[src/cau_pkg.sv]
// Shared types, constants and helper functions of the complex arithmetic unit.
package cau_pkg;

  localparam int FRAC_BITS = 16;
  localparam int DATA_W    = 32;
  localparam int PROD_W    = 2 * DATA_W;
  localparam int SUM_W     = PROD_W + 1;
  localparam int MAG_W     = PROD_W;
  localparam int QBITS     = DATA_W;
  localparam int REM_W     = MAG_W + QBITS;
  localparam int NSTG      = 3 + QBITS + 1;
  localparam int IN_W      = 136;
  localparam int OUT_W     = 2 * DATA_W;

  localparam logic [DATA_W-1:0] SAT_MAX = {1'b0, {(DATA_W-1){1'b1}}};
  localparam logic [DATA_W-1:0] SAT_MIN = {1'b1, {(DATA_W-1){1'b0}}};

  typedef enum logic [1:0] {
    OP_ADD = 2'd0,
    OP_SUB = 2'd1,
    OP_MUL = 2'd2,
    OP_DIV = 2'd3
  } op_t;

  typedef struct packed {
    op_t                      op;
    logic signed [DATA_W-1:0] a_re;
    logic signed [DATA_W-1:0] a_im;
    logic signed [DATA_W-1:0] b_re;
    logic signed [DATA_W-1:0] b_im;
    logic signed [PROD_W-1:0] p_rr;
    logic signed [PROD_W-1:0] p_ii;
    logic signed [PROD_W-1:0] p_ir;
    logic signed [PROD_W-1:0] p_ri;
    logic [PROD_W-1:0]        d_r;
    logic [PROD_W-1:0]        d_i;
  } mul_t;

  typedef struct packed {
    op_t                     op;
    logic signed [SUM_W-1:0] v_re;
    logic signed [SUM_W-1:0] v_im;
    logic [MAG_W-1:0]        den;
  } sum_t;

  typedef struct packed {
    op_t               op;
    logic              dz;
    logic              neg_re;
    logic              neg_im;
    logic              big_re;
    logic              big_im;
    logic [REM_W-1:0]  rem_re;
    logic [REM_W-1:0]  rem_im;
    logic [QBITS-1:0]  q_re;
    logic [QBITS-1:0]  q_im;
    logic [MAG_W-1:0]  den;
    logic [DATA_W-1:0] pre_re;
    logic [DATA_W-1:0] pre_im;
    logic              pre_ov;
  } div_t;

  // {overflow, value} of a signed wide value clamped to DATA_W bits
  function automatic logic [DATA_W:0] sat_val(input logic signed [SUM_W-1:0] v);
    logic ov;
    ov = !((&v[SUM_W-1:DATA_W-1]) || !(|v[SUM_W-1:DATA_W-1]));
    if (ov) begin
      return {1'b1, (v[SUM_W-1] ? SAT_MIN : SAT_MAX)};
    end
    return {1'b0, v[DATA_W-1:0]};
  endfunction

  // {overflow, value} of a sign/magnitude quotient; big means q >= 2^QBITS
  function automatic logic [DATA_W:0] sat_q(input logic neg, input logic big,
                                            input logic [QBITS-1:0] q);
    logic ov;
    if (!neg) begin
      ov = big | q[QBITS-1];
      return {ov, (ov ? SAT_MAX : DATA_W'(q))};
    end
    ov = big | (q[QBITS-1] & (|q[QBITS-2:0]));
    return {ov, (ov ? SAT_MIN : DATA_W'(0 - q))};
  endfunction

endpackage

[src/cau_sum.sv]
// Stages two and three: product sums, add/sub/mul results, divider setup.
module cau_sum (
  input  logic              clk,
  input  logic [1:0]        en,
  input  cau_pkg::mul_t     din,
  output cau_pkg::div_t     dout
);
  import cau_pkg::*;

  sum_t s2_next;
  sum_t s2;
  div_t s3_next;

  logic signed [SUM_W-1:0] sc_re, sc_im;
  logic [DATA_W:0]         sr_re, sr_im;
  logic [SUM_W-1:0]        abs_re, abs_im;
  logic [REM_W-1:0]        n_re, n_im;

  // sums of operands or of products, chosen by operation
  always_comb begin
    s2_next.op  = din.op;
    s2_next.den = din.d_r + din.d_i;
    case (din.op)
      OP_ADD: begin
        s2_next.v_re = SUM_W'(din.a_re) + SUM_W'(din.b_re);
        s2_next.v_im = SUM_W'(din.a_im) + SUM_W'(din.b_im);
      end
      OP_SUB: begin
        s2_next.v_re = SUM_W'(din.a_re) - SUM_W'(din.b_re);
        s2_next.v_im = SUM_W'(din.a_im) - SUM_W'(din.b_im);
      end
      OP_MUL: begin
        s2_next.v_re = SUM_W'(din.p_rr) - SUM_W'(din.p_ii);
        s2_next.v_im = SUM_W'(din.p_ir) + SUM_W'(din.p_ri);
      end
      default: begin
        s2_next.v_re = SUM_W'(din.p_rr) + SUM_W'(din.p_ii);
        s2_next.v_im = SUM_W'(din.p_ir) - SUM_W'(din.p_ri);
      end
    endcase
  end

  always_ff @(posedge clk) begin
    if (en[0]) begin
      s2 <= s2_next;
    end
  end

  // multiply scales by floor; add/sub pass unscaled
  always_comb begin
    sc_re  = (s2.op == OP_MUL) ? (s2.v_re >>> FRAC_BITS) : s2.v_re;
    sc_im  = (s2.op == OP_MUL) ? (s2.v_im >>> FRAC_BITS) : s2.v_im;
    sr_re  = sat_val(sc_re);
    sr_im  = sat_val(sc_im);
    abs_re = s2.v_re[SUM_W-1] ? SUM_W'(-s2.v_re) : SUM_W'(s2.v_re);
    abs_im = s2.v_im[SUM_W-1] ? SUM_W'(-s2.v_im) : SUM_W'(s2.v_im);
    n_re   = REM_W'(abs_re[MAG_W-1:0]) << FRAC_BITS;
    n_im   = REM_W'(abs_im[MAG_W-1:0]) << FRAC_BITS;

    s3_next.op     = s2.op;
    s3_next.dz     = (s2.den == '0);
    s3_next.neg_re = s2.v_re[SUM_W-1];
    s3_next.neg_im = s2.v_im[SUM_W-1];
    s3_next.big_re = (n_re >> QBITS) >= REM_W'(s2.den);
    s3_next.big_im = (n_im >> QBITS) >= REM_W'(s2.den);
    s3_next.rem_re = n_re;
    s3_next.rem_im = n_im;
    s3_next.q_re   = '0;
    s3_next.q_im   = '0;
    s3_next.den    = s2.den;
    s3_next.pre_re = sr_re[DATA_W-1:0];
    s3_next.pre_im = sr_im[DATA_W-1:0];
    s3_next.pre_ov = sr_re[DATA_W] | sr_im[DATA_W];
  end

  always_ff @(posedge clk) begin
    if (en[1]) begin
      dout <= s3_next;
    end
  end

endmodule

[config.mk]
export PLATFORM = sky130hd
export DESIGN_NAME = cau_sum
export DESIGN_NICKNAME = d
export VERILOG_FILES = /design/src/cau_pkg.sv /design/src/cau_sum.sv
export SDC_FILE = /design/constraint.sdc
export NUM_CORES = 2
export LEC_CHECK = 0
export ABC_AREA = 0
export BUFFER_PORTS_ARGS = -buffer_cell sky130_fd_sc_hd__buf_2
export CAP_MARGIN = 20
export CORE_AREA = 5 5 351 353
export CTS_BUF_LIST = sky130_fd_sc_hd__clkbuf_8
export DETAILED_ROUTE_END_ITERATION = 8
export DIE_AREA = 0 0 356 358
export SLEW_MARGIN = 20
export SYNTH_ARGS = -nofsm -noshare
export SYNTH_HDL_FRONTEND = slang
export SYNTH_SLANG_ARGS = --single-unit
export TNS_END_PERCENT = 5
[constraint.sdc]
create_clock -name clk -period 7.3 [get_ports clk]
set_input_delay 1.46 -clock clk [delete_from_list [all_inputs] [get_ports clk]]
set_output_delay 1.46 -clock clk [all_outputs]
set_load 0.1 [all_outputs]
# Word-level counts from Yosys, hierarchy flattened
# Cells that the tools add are included.
# W data, S select, Z words.
[totals]
regBits = 460
latch_bits = 0
mem_bits_rw = 0
mem_bits_ro = 0
input_bits = 517
out_inout_bits = 392
elab_cells = 52
n_memories = 0
[op_classes]
add_sub_neg = 11
mul = 0
div = 0
n_lt_le_gt_ge = 2
eq_ne = 3
n_shift = 0
mux = 9
bitwise_logic = 1
reduce_logical = 10
[ops]
columns = ["operator", "n"]
rows = [
  ["$pmux W130 S3", 1],
  ["$mux W64", 4],
  ["$add A64 B64 Y65", 2],
  ["$sub A64 B64 Y65", 2],
  ["$ge A48 B64 Y1", 2],
  ["$neg A64 Y64", 2],
  ["$reduce_and A34 Y1", 2],
  ["$reduce_or A34 Y1", 2],
  ["$add A32 B32 Y33", 2],
  ["$mux W33", 2],
  ["$sub A32 B32 Y33", 2],
  ["$add A64 B64 Y64", 1],
  ["$logic_not A64 Y1", 1],
  ["$mux W32", 2],
  ["$eq A2 B2 Y1 const B", 2],
  ["$eq A2 B1 Y1 const B", 1],
  ["$logic_not A1 Y1", 2],
  ["$logic_not A2 Y1", 1],
  ["$logic_or A1 B1 Y1", 2],
  ["$or A1 B1 Y1", 1],
]

# Logic depth before layout (Yosys ltp)
[logic_depth]
depth_word = 7
mapped_depth = 23
depth_no_buf = 23

# Worst setup path before layout
# Ideal clock, no wire load.
[synth_path]
kind = "input-to-reg"
from = "input port din[133] (netlist name)"
to = "register s2[126] (netlist name), data pin"
setup_ns = 0.270
arrival_ns = 5.984
t_required_ns = 7.030
slack_ns = 1.046
path_stages = 21
n_path_buf = 1
path_cell_list = "or4_1 -> nor4_1 -> and2_1 -> nand3_1 -> nor3_1 -> nand2_1 -> nor3_1 -> a31oi_1 -> xor2_1 -> ha_1 -> clkbuf_1 -> nand4_1 -> or2_2 -> or4_1 -> a2bb2oi_1 -> o211ai_1 -> o31a_1 -> a21boi_1 -> o21ai_0 -> xnor2_1 -> mux2i_1"
[synth_rtl]
columns = ["element", "line", "text"]
rows = [
  ["start: declaration", "cau_sum.sv:5", "input cau_pkg::mul_t din,"],
  ["end signal: assignment", "cau_sum.sv:45", "s2 <= s2_next;"],
  ["end: declaration", "cau_sum.sv:11", "sum_t s2;"],
]

==> summary.md <==
| Metric | Value |
|---|---|
| Setup CP Type | in -> reg |
| Clock share of power | 0.202 |
| Final-report setup violation count | 0 |
| Share of the synthesized area in the top cell type | 0.327 |
| DR WL/cell | 26.1 um |
| Max-cap violation count | 0 |
| Final nets | about 6400 |
| Outcome | complete, no violations |
| H-tree depth | 3 |
| Setup_tns | 0 ns |
| Worst slack, placed | 0.222 ns |
| Layout cell share with drive strength beyond 1 | 0.183 |
| I/O pin cnt | 909 |
| Overall power | 12.9 mW |
| Worst EP required | approximately 7.8 ns |
| Worst-path fanout max | 4 |
| Reg clk slew, reported paths | approximately 0.06 ns |
| Clk_skew | 0.0559 ns |
| Fill cells | between 10000 and 15000 |
| Vias in the first global route | about 39000 |
| Cell taking the most area after synthesis | edfxtp_1 |
| Library cells used by synthesis | 90 |
| Min cycle time layout | 6.44 ns |
| Tot GR Track Use | 0.279 |
| CTS resizes | 0 |
| DR top layer | met5 |
| Power density cells | 263 nW/um^2 |
| Leak | between 20 and 25 nW |
| Most frequent cells after synthesis | 460 x edfxtp_1, 428 x nand2_1, 426 x a21oi_1 |
| Logic gate share of total power | 0.485 |
| Warnings from Yosys | 0 |
| Synth Area per Inst | 8.87 um^2 |
| Final hold violations | 0 |
| CTS tree | yes |
| Hold WC Path Type | reg -> reg |
| Initial antenna violation count | 73 |
| Die width | between 300 and 400 um |
| Worst skew pair latency | 0.73 ns |
| Sequential share of power | 0.313 |
| Worst Tran Pin Value | 1.07 ns |
| P_sw | 6.30 mW |
| Largest net degree at the start of global routing | around 170 |
| Post-route ant nets | 0 |
| Longest Clk Path Bufs | 3 |
| Switch share | 0.488 |
| Part of the cycle the worst path needs | 0.882 |
| P_int | 6.61 mW |
| Post-synth ARST share | 0 |
| Crit end category | flip-flop |
| Worst Path Arrival | roughly 6.9 ns |
| RSZ-0062 raised after global routing | false |
| Hold_sp | s2[50]$_DFFE_PP_ |
| DP HPWL | 157000 um |
| Starting density of the core | 0.353 |
| Dominant cell by count in the synthesized netlist | edfxtp_1 |
| CTS Buf Count | 85 |
| DRT Wirelength | 187000 um |
| Total iterations of the first detailed-routing run | 5 |
| Seq cells post-synth | 460 |
| Sequential area share after synthesis | 0.327 |
| Routed length on met1 | 76300 um |
| R2r startpoint | s2[83]$_DFFE_PP_ |
| Die Span Y | 358 um |
| Met2 wire len | 89000 um |
| Initial DRC count | 3235 |
| Routed met3 length | 14700 um |
| Setup crit start kind | input pin |
| Top post-synthesis cells by area | edfxtp_1 33%, ha_1 12%, xnor2_1 6.8%, a21oi_1 5.1%, a21o_1 4.1% |
| Area growth, synth to finish | 16.5% |
| Final WS setup | between 0.8 and 0.9 ns |
| IO buf count | 780 |
| Synthesized area | ~42000 um^2 |
| Cts hold-fix bufs | 0 |
| Synthesized instance count | between 4000 and 5000 |
| Post-synth EDFFs | 460 |
| Via/cell ratio | 5.58 |
| Drt drc | 0 |
| Top FF cell, synth | edfxtp_1 |
| Number of post-CTS setup repair buffers | 0 |
| Via count | 40100 |
| Worst Setup SP | din[133] |
| Total grt overflow | 0 |
| Slew Viols, Final | 0 |
| Number of clock sinks | 460 |
| Fmax | 155 MHz |
| Die area | between 100000 and 150000 um^2 |
| Peak VDD IR | 249 uV |
| Routability cong. | 0.985 |
| Global-route wire length before repair | 264000 um |
| Max_slew headroom | 0.284 |
| Root Buffer | clkbuf_8 |
| Core area | roughly 120000 um^2 |
| # rows | 127 |
worst max-delay path: stages:
cell and delay [ns]:
buf_2 0.12, or4_1 0.62, nor4_1 0.45, and2_1 0.28, nand3_1 0.14, nor3_1 0.31
nand2_1 0.19, nor2_1 0.35, nand2_1 0.14, o41ai_1 0.33, xnor2_1 0.13, ha_1 0.34
inv_1 0.10, o21bai_1 0.15, a21o_1 0.16, a21oi_1 0.06, o21ai_0 0.21, a211oi_2 0.09
o31ai_1 0.45, and3_1 0.28, nor3_1 0.05, or4_1 0.46
power groups by stage:
stage / clock network (mW) / registers, mW / logic (mW)
finish: 2.61 / 4.04 / 6.26
floorplan: 0 / 5.43 / 2.97
detailed placement: 0 / 4.09 / 6.24
global placement: 0 / 4.09 / 6.22
CTS: 2.68 / 4.04 / 6.26
global route: 2.81 / 4.07 / 6.67
layout make-up:
| type | instances | area, um^2 | share of cell area |
|---|---|---|---|
| Sequential cell | 460 | 13800 | 0.281 |
| Antenna cell | 32 | 80.1 | 0.00163 |
| Clock inverter | 69 | 556 | 0.0113 |
| Inverter | 238 | 893 | 0.0182 |
| Clock buffer | 85 | 1170 | 0.0238 |
| Multi-Input combinational cell | 3859 | 26300 | 0.535 |
| Tap cell | 1612 | 2020 | 0.0410 |
| Timing Repair Buffer | 832 | 4360 | 0.0886 |
layer usage:
layer | vias up | GRT usage
li1 | 18800 | -
met3 | 367 | 0.0632
met2 | 1743 | 0.479
met1 | 19200 | 0.346
met4 | 42 | 0.0934
met5 | - | 0
through the flow:
| stage | utilization | hold slack [ns] | cell area, um^2 | std cells |
|---|---|---|---|---|
| after global placement | 0.396 | 0.434 | 47400 | 7001 |
| after detailed placement | 0.396 | 0.437 | 47400 | 7001 |
| after global routing | 0.411 | 0.452 | 49100 | 7165 |
| after floorplan | - | 0.427 | 42700 | 4886 |
| final | 0.412 | 0.453 | 49200 | 7187 |
| after CTS | 0.411 | 0.450 | 49100 | 7155 |
state kept, by name, summed over array words and instances (netlist names):
register  flops
dout        264
s2          196
cell usage in the layout (no fill, tap or decap), drive strengths merged, types with 25 or more instances in the layout:
cell type  synthesis  routed
buf              157     831
edfxtp           460     460
nand2            428     428
a21oi            426     426
ha               419     419
xnor2            329     329
o21ai            321     321
inv              237     263
nor2             253     253
a21o             231     231
xor2             156     156
conb               1     128
a31oi            110     110
nand3             92      92
clkbuf           172      86
nor3              86      86
nand4             85      85
o31ai             69      69
o21bai            63      63
nand2b            63      63
nor4              57      57
nor2b             57      57
or3               43      43
and3              34      34
diode              0      32
clkinv             1      31
o211ai            30      30
o41ai             29      29
or4               28      28
and2              25      25
a211oi            25      25
logic make-up after synthesis:
family,Yosys count,synth area share
compound gates,1493,0.225
simple gates,1308,0.153
buf+inv,567,0.0622
xor+xnor,485,0.101
flops,460,0.327
fa+ha+maj,426,0.127
mux,19,0.00453
other cells,1,0.0000888
final timing paths:
check	endpoint	slack, ns	depth (start not counted)
max	s2[121]$_DFFE_PP_	0.86	22
min	dout[115]$_DFFE_PP_	0.45	0
max reg2reg	dout[385]$_DFFE_PP_	1.27	18
min reg2reg	dout[115]$_DFFE_PP_	0.45	0
No activity file was read; power rests on OpenSTA's default activity.
