## config.mk

```make
export PLATFORM = sky130hd
export DESIGN_NAME = cau_out
export DESIGN_NICKNAME = d
export VERILOG_FILES = /design/src/cau_pkg.sv /design/src/cau_out.sv
export SDC_FILE = /design/constraint.sdc
export NUM_CORES = 1
export LEC_CHECK = 0
export ABC_AREA = 1
export BUFFER_PORTS_ARGS = -buffer_cell sky130_fd_sc_hd__buf_2
export CAP_MARGIN = 0
export CORE_AREA = 2 2 179 181
export CTS_BUF_LIST = sky130_fd_sc_hd__clkbuf_8
export DETAILED_ROUTE_END_ITERATION = 16
export DIE_AREA = 0 0 181 183
export PLACE_DENSITY = 0.42
export SYNTH_ARGS = -nofsm -noshare
export SYNTH_HDL_FRONTEND = slang
export SYNTH_SLANG_ARGS = --single-unit
```

## constraint.sdc

```tcl
create_clock -name clk -period 1.82 [get_ports clk]
set_input_delay 0.091 -clock clk [delete_from_list [all_inputs] [get_ports clk]]
set_output_delay 0.091 -clock clk [all_outputs]
set_load 0.03 [all_outputs]
```

## src/cau_pkg.sv

```systemverilog
// Shared types, constants and helper functions of the complex arithmetic unit.
package cau_pkg;

  localparam int FRAC_BITS = 16;
  localparam int DATA_W    = 32;
  localparam int PROD_W    = 2 * DATA_W;
  localparam int SUM_W     = PROD_W + 1;
  localparam int MAG_W     = PROD_W;
  localparam int QBITS     = DATA_W;
  localparam int REM_W     = MAG_W + QBITS;
  localparam int NSTG      = 3 + QBITS + 1;
  localparam int IN_W      = 136;
  localparam int OUT_W     = 2 * DATA_W;

  localparam logic [DATA_W-1:0] SAT_MAX = {1'b0, {(DATA_W-1){1'b1}}};
  localparam logic [DATA_W-1:0] SAT_MIN = {1'b1, {(DATA_W-1){1'b0}}};

  typedef enum logic [1:0] {
    OP_ADD = 2'd0,
    OP_SUB = 2'd1,
    OP_MUL = 2'd2,
    OP_DIV = 2'd3
  } op_t;

  typedef struct packed {
    op_t                      op;
    logic signed [DATA_W-1:0] a_re;
    logic signed [DATA_W-1:0] a_im;
    logic signed [DATA_W-1:0] b_re;
    logic signed [DATA_W-1:0] b_im;
    logic signed [PROD_W-1:0] p_rr;
    logic signed [PROD_W-1:0] p_ii;
    logic signed [PROD_W-1:0] p_ir;
    logic signed [PROD_W-1:0] p_ri;
    logic [PROD_W-1:0]        d_r;
    logic [PROD_W-1:0]        d_i;
  } mul_t;

  typedef struct packed {
    op_t                     op;
    logic signed [SUM_W-1:0] v_re;
    logic signed [SUM_W-1:0] v_im;
    logic [MAG_W-1:0]        den;
  } sum_t;

  typedef struct packed {
    op_t               op;
    logic              dz;
    logic              neg_re;
    logic              neg_im;
    logic              big_re;
    logic              big_im;
    logic [REM_W-1:0]  rem_re;
    logic [REM_W-1:0]  rem_im;
    logic [QBITS-1:0]  q_re;
    logic [QBITS-1:0]  q_im;
    logic [MAG_W-1:0]  den;
    logic [DATA_W-1:0] pre_re;
    logic [DATA_W-1:0] pre_im;
    logic              pre_ov;
  } div_t;

  // {overflow, value} of a signed wide value clamped to DATA_W bits
  function automatic logic [DATA_W:0] sat_val(input logic signed [SUM_W-1:0] v);
    logic ov;
    ov = !((&v[SUM_W-1:DATA_W-1]) || !(|v[SUM_W-1:DATA_W-1]));
    if (ov) begin
      return {1'b1, (v[SUM_W-1] ? SAT_MIN : SAT_MAX)};
    end
    return {1'b0, v[DATA_W-1:0]};
  endfunction

  // {overflow, value} of a sign/magnitude quotient; big means q >= 2^QBITS
  function automatic logic [DATA_W:0] sat_q(input logic neg, input logic big,
                                            input logic [QBITS-1:0] q);
    logic ov;
    if (!neg) begin
      ov = big | q[QBITS-1];
      return {ov, (ov ? SAT_MAX : DATA_W'(q))};
    end
    ov = big | (q[QBITS-1] & (|q[QBITS-2:0]));
    return {ov, (ov ? SAT_MIN : DATA_W'(0 - q))};
  endfunction

endpackage

```

## src/cau_out.sv

```systemverilog
// Last stage: result select, quotient saturation, zero-divisor handling, output register.
module cau_out (
  input  logic                             clk,
  input  logic                             en,
  input  cau_pkg::div_t                    din,
  output logic [cau_pkg::DATA_W-1:0]       res_re,
  output logic [cau_pkg::DATA_W-1:0]       res_im,
  output logic                             overflow,
  output logic                             divide_by_zero
);
  import cau_pkg::*;

  logic [DATA_W:0]   qs_re, qs_im;
  logic [DATA_W-1:0] res_re_next, res_im_next;
  logic              ov_next, dz_next;

  always_comb begin
    qs_re = sat_q(din.neg_re, din.big_re, din.q_re);
    qs_im = sat_q(din.neg_im, din.big_im, din.q_im);
    if (din.op != OP_DIV) begin
      res_re_next = din.pre_re;
      res_im_next = din.pre_im;
      ov_next     = din.pre_ov;
      dz_next     = 1'b0;
    end else if (din.dz) begin
      res_re_next = '0;
      res_im_next = '0;
      ov_next     = 1'b0;
      dz_next     = 1'b1;
    end else begin
      res_re_next = qs_re[DATA_W-1:0];
      res_im_next = qs_im[DATA_W-1:0];
      ov_next     = qs_re[DATA_W] | qs_im[DATA_W];
      dz_next     = 1'b0;
    end
  end

  always_ff @(posedge clk) begin
    if (en) begin
      res_re         <= res_re_next;
      res_im         <= res_im_next;
      overflow       <= ov_next;
      divide_by_zero <= dz_next;
    end
  end

endmodule

```

=== Word-level counts from Yosys, hierarchy flattened ===
Index checks and enable logic that the tools add are counted.

* Output and inout bits: 66
* Input bits: 394
* ROM bits: 0
* Memories: 0
* Flip-flop bits (word level): 66
* Bits in latches: 0
* RAM bits: 0

* Eq/ne operators: 1
* Bitwise logic cells: 7
* Reduce and logical (&&, ||, !) cells: 2
* $lt $le $gt $ge: 0
* Divide/modulo/power cells: 0
* Multiply operators: 0
* Shift operators: 0
* Mux-type cells: 13
* Add/sub/neg operators: 2

{| class="wikitable"
|+ Operators by type and width
! operator !! count
|-
| 32-bit two-way mux || 8
|-
| 33-bit two-way mux || 2
|-
| 1-bit by 32-bit subtractor with 32-bit output, first input constant || 2
|-
| 31-bit OR reduction || 2
|-
| 1-bit bitwise OR || 5
|-
| 1-bit two-way mux || 3
|-
| 1-bit AND || 2
|-
| 2-bit inequality test, second input constant || 1
|}

=== Logic depth before layout (Yosys ltp) ===
Gate-level depths: netlist (run 1).

* Depth in word-level cells: 8
* Gate-level depth with buffers: 11

=== Worst setup path after synthesis (run 1) ===
No wires, ideal clock.

* Path type: input to register
* Start: input din[129] in the netlist's numbering
* End: register res_im[31] in the netlist's numbering (data pin)
* Setup slack: 0.427 ns
* Arrival: 1.137 ns
* Path buffers: 0
* Data required time: 1.564 ns
* Setup time: 0.256 ns
* Cell stages on the path: 9
* Cell sequence: inv_1 -> ha_1 -> nand2_2 -> nor2_2 -> nand2_2 -> o21ai_4 -> nand2_1 -> o21ai_1 -> nand2_1

* Cells in the longest elaborated chain, start to end: 7
* Elaborated cells between the ends (all ways): 8

{| class="wikitable"
|+ RTL lines
! item !! RTL line !! text
|-
| start, declared || cau_out.sv:5 || <nowiki>input cau_pkg::div_t din,</nowiki>
|-
| parallel branches: the longest is 3 deep, another holds 1-bit by 32-bit subtractor with 32-bit output || n/a ||
|-
| 32-bit two-way mux (*) || cau_pkg.sv:82 || <nowiki>return {ov, (ov ? SAT_MIN : DATA_W'(0 - q))};</nowiki>
|-
| 33-bit two-way mux (*) || cau_pkg.sv:81 || <nowiki>ov = big | (q[QBITS-1] & (|q[QBITS-2:0]));</nowiki>
|-
| 32-bit two-way mux (*) || cau_out.sv:25 || <nowiki>end else if (din.dz) begin</nowiki>
|-
| 32-bit two-way mux (*) || cau_out.sv:20 || <nowiki>if (din.op != OP_DIV) begin</nowiki>
|-
| via res_im_next[31] || cau_out.sv:14 || <nowiki>logic [DATA_W-1:0] res_re_next, res_im_next;</nowiki>
|-
| end signal, assigned || cau_out.sv:41 || <nowiki>res_im <= res_im_next;</nowiki>
|-
| end, declared || cau_out.sv:7 || <nowiki>output logic [cau_pkg::DATA_W-1:0] res_im,</nowiki>
|}

Mark *: on every way through the listed nets, which the timed path passes.
A chain may end at the register's enable or synchronous reset.

=== Worst setup path after layout (run 1) ===
* Start: input din[160] in the netlist's numbering
* End: register res_im[6] in the netlist's numbering (data pin)

* Cells in the longest elaborated chain, start to end: 6
* Elaborated cells between the ends (all ways): 8

{| class="wikitable"
|+ RTL lines
! item !! RTL line
|-
| 1-bit AND || cau_pkg.sv:81
|-
| 1-bit bitwise OR || cau_pkg.sv:81
|-
| 32-bit two-way mux || cau_pkg.sv:82
|-
| 33-bit two-way mux (*) || cau_pkg.sv:81
|-
| 32-bit two-way mux (*) || cau_out.sv:25
|-
| 32-bit two-way mux (*) || cau_out.sv:20
|-
| via res_im_next[6] || cau_out.sv:14
|}

The timed path passes the listed nets; every way through them passes the cells marked *.

==> results of run 1 <==
## layer usage
metal / part of all wire [%] / wire, µm / vias up
li1: - / - / 3247
met1: 51 / 12200 / 2874
met2: 40 / 9670 / 238
met3: 7.8 / 1880 / 18
met4: 1.2 / 285 / 2
met5: 0.054 / 13 / -
## report_power, final
part	switching (mW)	leakage, nW	internal, mW
combinational	0.897	2.88	0.478
sequential	0.0377	0.642	1.84
clock	0.723	0.0951	0.632
## state kept, by name, summed over array words and instances, names as in the netlist
register        count
overflow            1
divide_by_zero      1
res_im             32
res_re             32
## layout make-up
type | count | area, µm² | area share (%)
multi-input combinational | 641 | 2990 | 38.1
sequential | 66 | 1980 | 25.2
timing repair buffer | 297 | 1900 | 24.2
tap | 402 | 503 | 6.40
inverter | 74 | 283 | 3.60
clock buffer | 9 | 124 | 1.58
clock inverter | 7 | 67.6 | 0.859
antenna | 2 | 5.00 | 0.0637
## layout by cell type (no fill, tap or decap), drive strengths merged
cell and n:
a21oi 2, buf 244, bufinv 1, clkbuf 9
clkinv 4, clkinvlp 1, diode 2, dlygate4sd3 53
edfxtp 66, ha 2, inv 75, nand2 285
nand3 77, nand3b 21, nand4 19, nor2 122
nor3 3, o21a 1, o21ai 71, o21bai 7
o22ai 6, o31ai 19, xnor2 3, xor2 3
## cell families (layout without fill, tap and decap cells)
group                    count (synthesis)  after routing  share of synthesized area, %
AO/OA/AOI/OAI                          106            106                          11.4
XOR/XNOR                                 6              6                         0.974
adder cells (fa/ha/maj)                  2              2                         0.464
buffers and inverters                  101            387                          7.88
flip-flops                              66             66                          36.7
other                                    0              2                             0
AND/OR/NAND/NOR                        527            527                          42.5
## worst max path at each step
stage,to,slack (ns)
after floorplan,res_im[31],0.43
after global placement,res_im[6],-0.03
after detailed placement,res_im[6],-0.05
after CTS,res_im[6],0.36
after global routing,res_im[6],0.14
final,res_im[6],0.38
## worst max-delay path: cells and delay by family
kind	cells	cell delay (ns)
simple gates	4	1.19
compound gates	2	0.28
buf+inv	1	0.13
==> results.cfg, run 1 <==
[run_status]
status = finished, final reports clean

[sta]
tightest_slew_ns = 1.22
slew_viol_final = 0
rsz0062_at_grt = no
finalCritPeriodShare_pct = 79.2
min_period_ns = 1.44
slew_headroom_pct = 18.7
setup_viol = 0
setup_ws_ns = 0.379
final_hold_viol_count = 0
fmax_ghz = 0.694
fin_tns_setup_ns = 0
worst_hold_slack_ns = 0.0235

[final_layout]
nets = 1485
final_cell_count_no_fill = 1498
area_delta_synth_final_pct = 45.6
fillers = 3589
drive_above_1_share_pct = 26.0
fin_util_pct = 25.2
design_area_mm2 = 0.00786

[route]
drtAntennaViolNets = 0
drt-wirelength-per-cell_um = 16.1
drt_iter0_markers = 355
post_drt_via_cell_ratio = 4.26
post-route-drc-count = 0
dr.pass1.iters = 5
routed_wl_um = 24100
num_vias = 6379

[cts]
holdBufCountCts = 53
clk_path_buf_depth = 2
post_cts_resize_count = 0
h-tree-depth = 3
numCtsBuffers = 9
cts_tree = built
ctsRootBufferMaster = clkbuf_8
clock-sinks = 66
post_cts_buffers = 0
cts.clk_slew.worst_paths_ns = 0.08

[worst_setup_path]
critical_path.max_fanout = 15
cpPeakStageDelay_ns = 0.92
crit_chain = buf_2 > nor2_1 > nor2_1 > o22ai_1 > o31ai_1 > nand2_1 > nand2_1
critPathKind = primary input to flop
start_kind = primary input
critPathSlowestCell = nor2_1
worstPathArrival_ns = 1.70
crit_start = din[160]
required_ns = 2.08
setup.worst_path.end_class = flop

[synthesis]
synth_area_leaders = edfxtp_1 37%, nand2_1 19%, nor2_1 7.5%, nand3_1 7.0%, o21ai_0 6.0%
netlist.area_leader.share_pct = 36.7
yosysWarningCount = 0
avgSynthCellArea_um2 = 6.68
ys_ff_latch = 66
synth_edf_count = 66
synth_cell_type_count = 34
netlist_instances = 808
syn-num-nets = 1204
synth_flop_cell = edfxtp_1
synth_top_cell_by_area = edfxtp_1
async_flop_share_pct = 0
seq_area_frac_synth_pct = 36.7
syn-cell-area_mm2 = 0.00540
synth_most_common_cell = nand2_1
synthTopCellsByCount = 280 x nand2_1, 108 x nor2_1, 75 x nand3_1

[hold_path]
min_from = din[57]
hold_end = res_re[24]
hp-class = primary input to flop
worstHoldPathCells = 3

[global_route]
grt_max_degree = 67
antenna_found_initial = 2
grt_overflow = 0
met2_usage_pct = 21.1
grt_use_met3_pct = 4.03
grt_pass1_wl_um = 36400
grt_pass1_vias = 6277
busiest_layer = met2
grt_use_total_pct = 14.5
use_met1_pct = 20.9

[floorplan]
num_rows = 65
fp.coreArea_mm2 = 0.0312
start_util_pct = 17.3
die_y_um = 183
die_w_um = 181
pin_count = 460
die_area_mm2 = 0.0331

[placed_design]
dp_slack_ns = -0.0468
dp.cells = 1427
gp_congestion = 0.914
io_buffers = 203
hpwlAfterDp_um = 18700
place_area_mm2 = 0.00713

[power_and_ir_drop]
report.power.total_mw = 4.60
p_per_area_mw_per_mm2 = 586
peakVddDrop_mv = 0.375
power.leakage_nw = 3.62

[flow_run]
maxCapViolCount = 0
(Power assumes the default switching activity.)
==> run 2, diff against run 1 <==
--- a/config.mk
+++ b/config.mk
@@ -5,14 +5,14 @@
 export SDC_FILE = /design/constraint.sdc
 export NUM_CORES = 1
 export LEC_CHECK = 0
-export ABC_AREA = 1
+export ABC_AREA = 0
 export BUFFER_PORTS_ARGS = -buffer_cell sky130_fd_sc_hd__buf_2
 export CAP_MARGIN = 0
 export CORE_AREA = 2 2 179 181
 export CTS_BUF_LIST = sky130_fd_sc_hd__clkbuf_8
 export DETAILED_ROUTE_END_ITERATION = 16
 export DIE_AREA = 0 0 181 183
-export PLACE_DENSITY = 0.42
+export PLACE_DENSITY = 0.4
 export SYNTH_ARGS = -nofsm -noshare
 export SYNTH_HDL_FRONTEND = slang
 export SYNTH_SLANG_ARGS = --single-unit
==> constraint.sdc (replaced) <==
create_clock -name clk -period 1.4 [get_ports clk]
set_input_delay 0.07 -clock clk [delete_from_list [all_inputs] [get_ports clk]]
set_output_delay 0.07 -clock clk [all_outputs]
set_load 0.03 [all_outputs]
==> run 2 against run 1 <==
  * The run now ends with setup timing left
  * Critical path depth unchanged
  * Design area rose by 18%
  * Die area stayed put
  * Clock power increased by 30%
  * Synthesized area shrank 10%
  * Worst setup slack got worse by 0.75 ns
  * Via count increased by 2.1%
  * Hold slack worse by 0.0064 ns
  * Sequential share of layout area decreased by 3.9 points
  * Non-clock buffer count up 160
  * Flip-flop and latch count unchanged
  * Synthesized cell count decreased by 28%
==> results.cfg, run 2 <==
[run_status]
status = finished with violations
failed_checks = setup timing

[sta]
final_hold_viol_count = 0
setup_ws_ns = -0.374
slew_headroom_pct = 24.8
fmax_ghz = 0.564
tightest_slew_ns = 1.12
rsz0062_at_grt = yes
min_period_ns = 1.77
finalCritPeriodShare_pct = 127
slew_viol_final = 0
fin_tns_setup_ns = -17.18
worst_hold_slack_ns = 0.0172
setup_viol = 65

[synthesis]
yosysWarningCount = 0
netlist.area_leader.share_pct = 41.0
avgSynthCellArea_um2 = 8.27
syn-cell-area_mm2 = 0.00484
synth_most_common_cell = nand2_1
synth_flop_cell = edfxtp_1
synth_top_cell_by_area = edfxtp_1
async_flop_share_pct = 0
synth_area_leaders = edfxtp_1 41%, nand2_1 7.8%, a21oi_1 5.5%, o21ai_0 5.1%, o31ai_1 4.0%
ys_ff_latch = 66
synthTopCellsByCount = 100 x nand2_1, 66 x edfxtp_1, 53 x a21oi_1
netlist_instances = 585
synth_cell_type_count = 49
syn-num-nets = 981
synth_edf_count = 66
seq_area_frac_synth_pct = 41.0

[power_and_ir_drop]
report.power.total_mw = 6.43
power.leakage_nw = 3.84
peakVddDrop_mv = 0.305
p_per_area_mw_per_mm2 = 691

[placed_design]
place_area_mm2 = 0.00780
hpwlAfterDp_um = 19500
gp_congestion = 0.835
dp.cells = 1335
dp_slack_ns = -0.987
io_buffers = 203

[cts]
numCtsBuffers = 9
cts_tree = built
clock-sinks = 66
cts.clk_slew.worst_paths_ns = 0.09
ctsRootBufferMaster = clkbuf_8
clk_path_buf_depth = 2
h-tree-depth = 3

[hold_path]
min_from = din[15]
hp-class = primary input to flop
worstHoldPathCells = 3
hold_end = res_im[14]

[final_layout]
top_regs = res_im x32, res_re x32
design_area_mm2 = 0.00930
area_delta_synth_final_pct = 92.4
layout_common_cells = 192 x buf_2, 177 x buf_4, 98 x nand2_1
nets = 1406
final_cell_count_no_fill = 1419
drive_above_1_share_pct = 51.9
final_common_cell = buf_2
fin_util_pct = 29.8

[global_route]
grt_pass1_wl_um = 39100
met2_usage_pct = 25.0
grt_use_total_pct = 15.6
use_met1_pct = 20.2
grt_overflow = 0
grt_pass1_vias = 6544
grt_max_degree = 67
antenna_found_initial = 5
busiest_layer = met2
grt_use_met3_pct = 5.40

[route]
post-route-drc-count = 0
drt_iter0_markers = 372
num_vias = 6511
routed_wl_um = 26300
post_drt_via_cell_ratio = 4.59
dr.pass1.iters = 5
drtAntennaViolNets = 0
drt-wirelength-per-cell_um = 18.5

[floorplan]
pin_count = 460
fp.coreArea_mm2 = 0.0312
die_w_um = 181
start_util_pct = 15.5
num_rows = 65
die_y_um = 183
die_area_mm2 = 0.0331

[flow_run]
maxCapViolCount = 0

[worst_setup_path]
critical_path.max_fanout = 5
start_kind = primary input
critPathKind = primary input to flop
worstPathArrival_ns = 1.97
required_ns = 1.60
setup.worst_path.end_class = flop
==> run 2: cell type report <==
type                       count  area, µm²
antenna                        2       5.00
clock buffer                   9        124
clock inverter                 7       61.3
fill                        3418      21900
inverter                       6       32.5
multi-input combinational    470       3290
sequential                    66       1980
tap                          402        503
timing repair buffer         457       3300
==> run 2: routing by layer <==
metal | vias to the layer above | part of all wire [%] | wire length (µm)
li1 | 3149 | - | -
met1 | 3068 | 45 | 11800
met2 | 260 | 44 | 11700
met3 | 28 | 9.0 | 2370
met4 | 6 | 1.4 | 373
met5 | - | 0.14 | 37
==> run 2: kinds of logic after synthesis <==
logic type / count (synthesis) / share of synthesized area, %
simple gates: 261 / 27.0
compound gates: 203 / 26.8
flops: 66 / 41.0
buf+inv: 52 / 4.50
fa+ha+maj: 2 / 0.517
xor+xnor: 1 / 0.181
==> run 2: worst max path at each step <==
stage	startpoint	endpoint	slack, ns
3_3_place_gp	din[139]	res_im[8]	-1.06
3_5_place_dp	din[139]	res_im[8]	-0.99
4_1_cts	din[154]	res_im[22]	-0.35
2_1_floorplan	din[171]	res_re[17]	-0.58
5_1_grt	din[138]	res_im[21]	-0.44
6_report	din[145]	res_im[21]	-0.37
==> run 2: where the power goes <==
group | internal [mW] | total, mW | switching (mW) | leakage (nW)
Sequential | 2.39 | 2.45 | 0.0567 | 0.642
Combinational | 0.915 | 2.22 | 1.31 | 3.10
Clock | 0.804 | 1.76 | 0.960 | 0.0915
==> run 2: critical path, stage by stage <==
cell and delay [ns]:
buf_6 0.09, or3_4 0.38, or3_4 0.42, nor4b_4 0.34
buf_6 0.18, o21ai_4 0.11, o41ai_2 0.38
==> run 2: repair_timing <==
action / in CTS / in global routing
cloned: 5 / 1
pin swaps: 40 / 40
endpoints found under the hold margin: 51 / 0
gates resized for setup: 110 / 56
hold buffers: 51 / 0
setup endpoints to repair: 65 / 65
setup buffers: 8 / 11
